$ cat src/nfbm_pkg.sv
// ----------------------------------------------------------------------------
// nfbm_pkg
// Shared types and constants of the byte-level NFA full matcher.
// ----------------------------------------------------------------------------
package nfbm_pkg;

	// default sizes of the state table and of the class bitmap store
	localparam int unsigned MAX_NFA_STATES_DEF = 128;
	localparam int unsigned MAX_CLASS_MAPS_DEF = 64;

	// configuration register indexes
	localparam logic [1:0] CFG_START_STATE   = 2'd0;
	localparam logic [1:0] CFG_STATE_COUNT   = 2'd1;
	localparam logic [1:0] CFG_PATTERN_VALID = 2'd2;

	// item kinds carried on tuser
	typedef enum logic [1:0] {
		MODE_LOAD_STATE = 2'd0,
		MODE_LOAD_CLASS = 2'd1,
		MODE_BEGIN      = 2'd2,
		MODE_DATA       = 2'd3
	} mode_t;

	// NFA state kinds
	typedef enum logic [1:0] {
		KIND_CHAR  = 2'd0,
		KIND_CLASS = 2'd1,
		KIND_SPLIT = 2'd2,
		KIND_MATCH = 2'd3
	} kind_t;

	// one state table entry
	typedef struct packed {
		kind_t      kind;
		logic [7:0] succ1;
		logic [7:0] succ2;
		logic [7:0] byte_val;
		logic [5:0] cref;
		logic       neg;
	} entry_t;

	// source of a successor that is tried for the next set
	typedef enum logic [1:0] {
		ADD_NONE  = 2'd0,
		ADD_START = 2'd1,
		ADD_SUCC1 = 2'd2,
		ADD_SUCC2 = 2'd3
	} add_src_t;

	// address source of a state table read
	typedef enum logic [1:0] {
		TRD_NONE  = 2'd0,
		TRD_INDEX = 2'd1,
		TRD_STACK = 2'd2
	} tbl_src_t;

	// controller states
	typedef enum logic [3:0] {
		ST_IDLE,
		ST_SEED,
		ST_POP,
		ST_POP_WAIT,
		ST_CL_TBL,
		ST_CL_TRY2,
		ST_SCAN,
		ST_SCAN_TBL,
		ST_SCAN_CLS,
		ST_EVAL,
		ST_EVAL_TBL,
		ST_COMMIT,
		ST_OUT
	} state_t;

	// controller to datapath
	typedef struct packed {
		logic     in_ready;
		logic     clr_nxt;
		add_src_t add_sel;
		logic     pop;
		tbl_src_t tbl_rd;
		logic     cls_rd;
		logic     i_clr;
		logic     i_inc;
		logic     ev_clr;
		logic     ev_alive;
		logic     ev_acc;
		logic     commit;
		logic     out_load;
	} cmd_t;

	// datapath to controller
	typedef struct packed {
		logic  in_valid;
		mode_t in_mode;
		mode_t mode_q;
		logic  last_q;
		logic  dead;
		logic  i_done;
		logic  cur_bit;
		logic  nxt_bit;
		logic  sp_zero;
		kind_t kind;
		logic  char_hit;
		logic  cls_hit;
		logic  out_free;
	} status_t;

endpackage

$ cat src/nfbm_ctrl.sv
// ----------------------------------------------------------------------------
// nfbm_ctrl
// Sequencer: scans the active set, walks closures through the stack and
// evaluates the new set, one table access at a time.
// ----------------------------------------------------------------------------
module nfbm_ctrl (
	input  logic              clk,
	input  logic              arst_n,
	input  nfbm_pkg::status_t sts,
	output nfbm_pkg::cmd_t    cmd
);

	nfbm_pkg::state_t state_q, state_d;
	logic ret_scan_q, ret_scan_d;

	// state register
	always_ff @(posedge clk or negedge arst_n) begin
		if (!arst_n) begin
			state_q    <= nfbm_pkg::ST_IDLE;
			ret_scan_q <= 1'b0;
		end else begin
			state_q    <= state_d;
			ret_scan_q <= ret_scan_d;
		end
	end

	// next state and commands
	always_comb begin
		state_d    = state_q;
		ret_scan_d = ret_scan_q;
		cmd        = '0;
		cmd.add_sel = nfbm_pkg::ADD_NONE;
		cmd.tbl_rd  = nfbm_pkg::TRD_NONE;
		case (state_q)
			nfbm_pkg::ST_IDLE: begin
				cmd.in_ready = 1'b1;
				if (sts.in_valid) begin
					case (sts.in_mode)
						nfbm_pkg::MODE_BEGIN: begin
							cmd.clr_nxt = 1'b1;
							state_d     = nfbm_pkg::ST_SEED;
						end
						nfbm_pkg::MODE_DATA: begin
							if (sts.dead) begin
								// dead set: result is all zero, set unchanged
								cmd.ev_clr = 1'b1;
								state_d    = nfbm_pkg::ST_OUT;
							end else begin
								cmd.clr_nxt = 1'b1;
								cmd.i_clr   = 1'b1;
								state_d     = nfbm_pkg::ST_SCAN;
							end
						end
						default: ;
					endcase
				end
			end
			nfbm_pkg::ST_SEED: begin
				cmd.add_sel = nfbm_pkg::ADD_START;
				ret_scan_d  = 1'b0;
				state_d     = nfbm_pkg::ST_POP;
			end
			nfbm_pkg::ST_POP: begin
				if (sts.sp_zero) begin
					if (ret_scan_q) begin
						state_d = nfbm_pkg::ST_SCAN;
					end else begin
						cmd.ev_clr = 1'b1;
						cmd.i_clr  = 1'b1;
						state_d    = nfbm_pkg::ST_EVAL;
					end
				end else begin
					cmd.pop = 1'b1;
					state_d = nfbm_pkg::ST_POP_WAIT;
				end
			end
			nfbm_pkg::ST_POP_WAIT: begin
				cmd.tbl_rd = nfbm_pkg::TRD_STACK;
				state_d    = nfbm_pkg::ST_CL_TBL;
			end
			nfbm_pkg::ST_CL_TBL: begin
				if (sts.kind == nfbm_pkg::KIND_SPLIT) begin
					cmd.add_sel = nfbm_pkg::ADD_SUCC1;
					state_d     = nfbm_pkg::ST_CL_TRY2;
				end else begin
					state_d = nfbm_pkg::ST_POP;
				end
			end
			nfbm_pkg::ST_CL_TRY2: begin
				cmd.add_sel = nfbm_pkg::ADD_SUCC2;
				state_d     = nfbm_pkg::ST_POP;
			end
			nfbm_pkg::ST_SCAN: begin
				if (sts.i_done) begin
					cmd.ev_clr = 1'b1;
					cmd.i_clr  = 1'b1;
					state_d    = nfbm_pkg::ST_EVAL;
				end else if (!sts.cur_bit) begin
					cmd.i_inc = 1'b1;
				end else begin
					cmd.tbl_rd = nfbm_pkg::TRD_INDEX;
					state_d    = nfbm_pkg::ST_SCAN_TBL;
				end
			end
			nfbm_pkg::ST_SCAN_TBL: begin
				case (sts.kind)
					nfbm_pkg::KIND_CHAR: begin
						cmd.i_inc = 1'b1;
						if (sts.char_hit) begin
							cmd.add_sel = nfbm_pkg::ADD_SUCC1;
							ret_scan_d  = 1'b1;
							state_d     = nfbm_pkg::ST_POP;
						end else begin
							state_d = nfbm_pkg::ST_SCAN;
						end
					end
					nfbm_pkg::KIND_CLASS: begin
						cmd.cls_rd = 1'b1;
						state_d    = nfbm_pkg::ST_SCAN_CLS;
					end
					default: begin
						cmd.i_inc = 1'b1;
						state_d   = nfbm_pkg::ST_SCAN;
					end
				endcase
			end
			nfbm_pkg::ST_SCAN_CLS: begin
				cmd.i_inc = 1'b1;
				if (sts.cls_hit) begin
					cmd.add_sel = nfbm_pkg::ADD_SUCC1;
					ret_scan_d  = 1'b1;
					state_d     = nfbm_pkg::ST_POP;
				end else begin
					state_d = nfbm_pkg::ST_SCAN;
				end
			end
			nfbm_pkg::ST_EVAL: begin
				if (sts.i_done) begin
					state_d = nfbm_pkg::ST_COMMIT;
				end else if (!sts.nxt_bit) begin
					cmd.i_inc = 1'b1;
				end else begin
					cmd.ev_alive = 1'b1;
					cmd.tbl_rd   = nfbm_pkg::TRD_INDEX;
					state_d      = nfbm_pkg::ST_EVAL_TBL;
				end
			end
			nfbm_pkg::ST_EVAL_TBL: begin
				cmd.ev_acc = 1'b1;
				cmd.i_inc  = 1'b1;
				state_d    = nfbm_pkg::ST_EVAL;
			end
			nfbm_pkg::ST_COMMIT: begin
				cmd.commit = 1'b1;
				if (sts.mode_q == nfbm_pkg::MODE_DATA || sts.last_q) begin
					state_d = nfbm_pkg::ST_OUT;
				end else begin
					state_d = nfbm_pkg::ST_IDLE;
				end
			end
			nfbm_pkg::ST_OUT: begin
				if (sts.out_free) begin
					cmd.out_load = 1'b1;
					state_d      = nfbm_pkg::ST_IDLE;
				end
			end
			default: state_d = nfbm_pkg::ST_IDLE;
		endcase
	end

endmodule

$ cat config.mk
export PLATFORM = sky130hd
export DESIGN_NAME = nfbm_ctrl
export DESIGN_NICKNAME = d
export VERILOG_FILES = /design/src/nfbm_pkg.sv /design/src/nfbm_ctrl.sv
export SDC_FILE = /design/constraint.sdc
export NUM_CORES = 1
export LEC_CHECK = 0
export BUFFER_PORTS_ARGS = -buffer_cell sky130_fd_sc_hd__buf_2
export CAP_MARGIN = 20
export CORE_MARGIN = 5
export CORE_UTILIZATION = 41
export CTS_CLUSTER_DIAMETER = 60
export DETAILED_ROUTE_END_ITERATION = 8
export PLACE_DENSITY = 0.81
export SETUP_SLACK_MARGIN = 0.2
export SLEW_MARGIN = 20
export SYNTH_ARGS = -nofsm -noshare
export SYNTH_HDL_FRONTEND = slang
export SYNTH_SLANG_ARGS = --single-unit
$ cat constraint.sdc
create_clock -name clk -period 1.6 [get_ports clk]
set_input_delay 0.08 -clock clk [delete_from_list [all_inputs] [get_ports clk]]
set_output_delay 0.08 -clock clk [all_outputs]
set_load 0.02 [all_outputs]
* Word-level counts from Yosys, hierarchy flattened
Index checks and enable logic that the tools add are counted.
Word-level totals: word-level logic and storage cells 96, input port bits 18, output and inout port bits 15, register bits after elaboration 5
Cells by class: reduce and logical (&&, ||, !) cells 8, eq/ne operators 25, mux-type cells 61
Operators by type and width (number):
- case mux 4 bit (12 select lines) | 1
- two-way mux 4 bit | 10
- two-way mux 1 bit | 33
- == test 4 bit (second input constant) | 5
- == test 4 x 3 -> 1 bit (second input constant) | 4
- case mux 4 bit (2 select lines) | 2
- two-way mux 2 bit | 5
- != test 2 bit (second input constant) | 5
- case mux 2 bit (5 select lines) | 1
- two-way mux 3 bit | 3
- case mux 1 bit (3 select lines) | 3
- == test 2 bit (second input constant) | 4
- == test 4 x 2 -> 1 bit (second input constant) | 2
- != test 3 bit (second input constant) | 2
- case mux 2 bit (3 select lines) | 1
- AND reduction 5 bit | 1
- == test 4 x 1 -> 1 bit (second input constant) | 1
- zero test 4 bit | 1
- case mux 1 bit (4 select lines) | 1
- AND reduction 4 bit | 1
- OR reduction 2 bit | 2
- != test 3 x 1 -> 1 bit (second input constant) | 1
- nonzero test 3 bit | 1
- == test 2 x 1 -> 1 bit (second input constant) | 1
- 3 further kinds | 3

* Depth between registers and ports, before layout
word-level depth 4, mapped depth 7

* Least setup slack after synthesis
OpenSTA, ideal clock, no wires.
path type flip-flop to output port, from reg state_q[2], to out cmd[8] in the netlist's numbering, buffers on the path 2, arrival time 1.932 ns, cell stages (with the launch flop) 6, required time 1.520 ns, setup slack -0.412 ns, cell sequence dfrtp_1 buf_6 nand2b_1 buf_2 nor4b_1 o21bai_1
RTL lines:
- start, declared | line nfbm_ctrl.sv:13 | nfbm_pkg::state_t state_q, state_d;
- start signal, assigned | line nfbm_ctrl.sv:19 | state_q <= nfbm_pkg::ST_IDLE;
- start signal, assigned | line nfbm_ctrl.sv:22 | state_q <= state_d;
- end, declared | line nfbm_ctrl.sv:10 | output nfbm_pkg::cmd_t cmd

==> summary.txt <==
Run status
  • Outcome: finished with violations
  • Failing checks: negative setup slack

Yosys
  • Synthesized area: between 700 and 800 sq um
  • Post-synth EDFFs: 0
  • Register area share after synthesis: 0.174
  • Avg Inst Size Synth: between 7 and 8 sq um
  • Synth Net Count: roughly 120
  • Mapped Cells: 97
  • Top post-synthesis cells by count: 10 x nand2_1, 8 x nor2_1, 7 x nand2b_1, 6 x nor4_1
  • Most common cell in the netlist: nand2_1
  • Yosys warning total: 0
  • Share of the synthesized area in the top cell type: 0.174
  • FFs w/ async S/R, synth: 1.00
  • Unique masters post-synth: between 40 and 50
  • Largest area contributor in the netlist: dfrtp_1
  • Top_reg_cell synth: dfrtp_1
  • Post-synthesis register bit count: 5
  • Leading cell types by total area after synthesis: dfrtp_1 17%, nand2b_1 6.1%, nand2_1 5.2%, nor4_1 5.2%, nor2_1 4.2%

Power and ir drop
  • Psw: approximately 0.0013 W
  • Clock power frac: 0.066
  • Leak pwr: ~0.65 nW
  • Peak supply drop: about 1.1 mV
  • Cell Int Power: approximately 0.0013 W
  • Power per cell area: roughly 1700 mW/mm^2
  • Combinational power share: 0.831
  • Switching share of power: 0.485
  • Seq pwr share: 0.103

Floorplan
  • Site Rows: 15
  • Ports: 33
  • Initial Util: 0.426
  • Die area: around 0.0027 sq mm
  • Core area: 0.00169 sq mm
  • Chip height: 51.9 microns
  • Die width: between 50 and 60 microns

Clock tree
  • # clock sinks: 5
  • Longest Clk Path Bufs: 2
  • CTS tree: done
  • Clock latency on the worst-skew pair: around 270 ps
  • Root Buffer: clkbuf_4
  • CTS buffer count: 3
  • Worst-path clk slew: around 70 ps
  • H-Tree Depth: 1

Critical path
  • Worst EP required: approximately 1500 ps
  • CP endpoint kind: output pin
  • Critical Path Start Type: register
  • Crit path kind: register to output pin
  • CP max FO: 7
  • Crit path DAT: approximately 1800 ps

Placed design
  • RD Place Congestion: ~0.96
  • Port buffer count: 32
  • Hpwl dp: between 1500 and 2000 microns
  • Placed Area: 0.00104 sq mm

Cells and area
  • Final Core Density: 0.884
  • Nets@finish: 178
  • Antenna cells: 0
  • Share of cells above drive strength 1: 0.629
  • Layout filler cell count: 68
  • Area Overhead vs Synth: 107%
  • Design Area, Final: 0.00149 sq mm
  • Sequential Area: between 100 and 150 sq um
  • Area occupied by multi-input gates: between 700 and 800 sq um

Route
  • Via Count: ~1200
  • Initial DRC Count: 96
  • Vias per inst: between 6 and 7
  • Post-route ant nets: 0
  • DR DRC count: 0
  • Drt first pass iters: 5
  • Post-Route WL: just over 4000 microns
  • Routed len/inst: about 23 microns

STA
  • Max Clock Skew: between 20 and 25 ps
  • Final setup viols: 12
  • Min cycle time layout: between 1500 and 2000 ps
  • Slew Limit Fails: 0
  • Worst slew pin tran: 528 ps
  • Slack of the critical path: -264 ps
  • Slew headroom: 0.645
  • Fmax: 537 MHz
  • Fin crit share: 1.16
  • RSZ-0062 raised after global routing: true
  • Final Hold Fails: 0

GRT
  • Remaining Overflow, GRT: 0
  • Vias in the first global route: 994
  • GRT Total Usage: 0.236
  • Global-route wire length before repair: around 4800 microns
  • Pin count of the biggest net entering global routing: 14
  • Initial antenna violation count: 0

Run
  • Max Cap Viol: 0

Worst hold path
  • Hold crit path type: input pin to register
-- routing by layer --
metal  part of all wire  vias up  GRT usage
met5                  0        -          0
met4              0.056        0     0.0830
met3               0.13       30     0.0344
met2               0.46      129      0.416
met1               0.35      558      0.287
li1                   -      493          -
-- layout make-up --
cell class | count | share of cell area
repair buffers | 65 | 0.373
well taps | 17 | 0.0142
clock buffers | 4 | 0.0176
multi-input cells | 81 | 0.496
flip-flops and latches | 5 | 0.0855
inverters | 4 | 0.0134
-- critical path, cell delays in order (launching register included) --
cell,delay (ps)
dfrtp_2,490
or3b_4,410
a211oi_4,300
o21bai_4,180
buf_6,130
-- final timing paths --
| kind | from | end | slack, ps | cells past startpoint |
|---|---|---|---|---|
| min in group asynchronous | arst_n | state_q[3] | 210 | 2 |
| worst min-delay path | sts[7] | state_q[1] | 110 | 2 |
| max in group asynchronous | arst_n | state_q[0] | 1220 | 2 |
| worst max-delay path | state_q[2] | cmd[6] | -260 | 4 |
| worst min register to register | state_q[2] | state_q[2] | 710 | 1 |
| worst max register to register | state_q[2] | state_q[2] | -190 | 5 |
-- flip-flops by register name, summed over array words and instances, names as in the netlist --
| signal | cells |
|---|---|
| ret_scan_q | 1 |
| state_q | 4 |
-- kinds of logic after synthesis --
logic type | Yosys count | share of synthesized area
AO/OA/AOI/OAI | 28 | 0.296
buffers and inverters | 11 | 0.0887
flip-flops | 5 | 0.174
multiplexers | 1 | 0.0209
AND/OR/NAND/NOR | 52 | 0.421
-- cell usage in the layout (no fill, tap or decap), types with 2 or more instances in the layout --
master,instances
buf_4,25
buf_6,19
buf_2,17
nand2_1,7
nor2_1,5
nor4_4,4
nand2b_1,4
nand2b_4,3
nand2_2,3
nor2_4,3
inv_1,3
nor3_1,3
o21ai_0,3
clkbuf_4,3
dfrtp_1,3
nor2b_1,2
o211ai_1,2
nor4b_4,2
o21bai_1,2
nor4_1,2
a211o_1,2
a221oi_1,2
a21oi_1,2
a211oi_1,2
o21ai_1,2
dfrtp_2,2
-- what timing repair did --
item,4_1_cts,5_1_grt
pin swaps,12,16
hold buffers,1,0
cloned,0,1
gates resized for setup,27,41
buffers inserted,8,8
endpoints found under the setup margin,19,20
endpoints found under the hold margin,5,0
-- power by group through the flow --
stage	registers [W]	clock network (W)	logic [W]
after floorplan	0.000228	0	0.000909
after global placement	0.000241	0	0.00127
after detailed placement	0.000246	0	0.00129
after CTS	0.000236	0.000160	0.00158
after global routing	0.000270	0.000182	0.00224
final	0.000265	0.000172	0.00215
-- stage by stage --
stage,setup TNS (ps),total power (W),std cells,worst slack (ps),hold slack (ps)
2_1_floorplan,0,0.00114,97,21.0,-216
3_3_place_gp,-14.0,0.00151,154,-14.0,-96.9
3_5_place_dp,-108,0.00153,154,-36.6,-95.0
4_1_cts,-1290,0.00198,167,-207,76.5
5_1_grt,-2470,0.00269,176,-293,94.3
6_report,-2120,0.00259,176,-264,106
No activity file was read; power rests on OpenSTA's default activity.
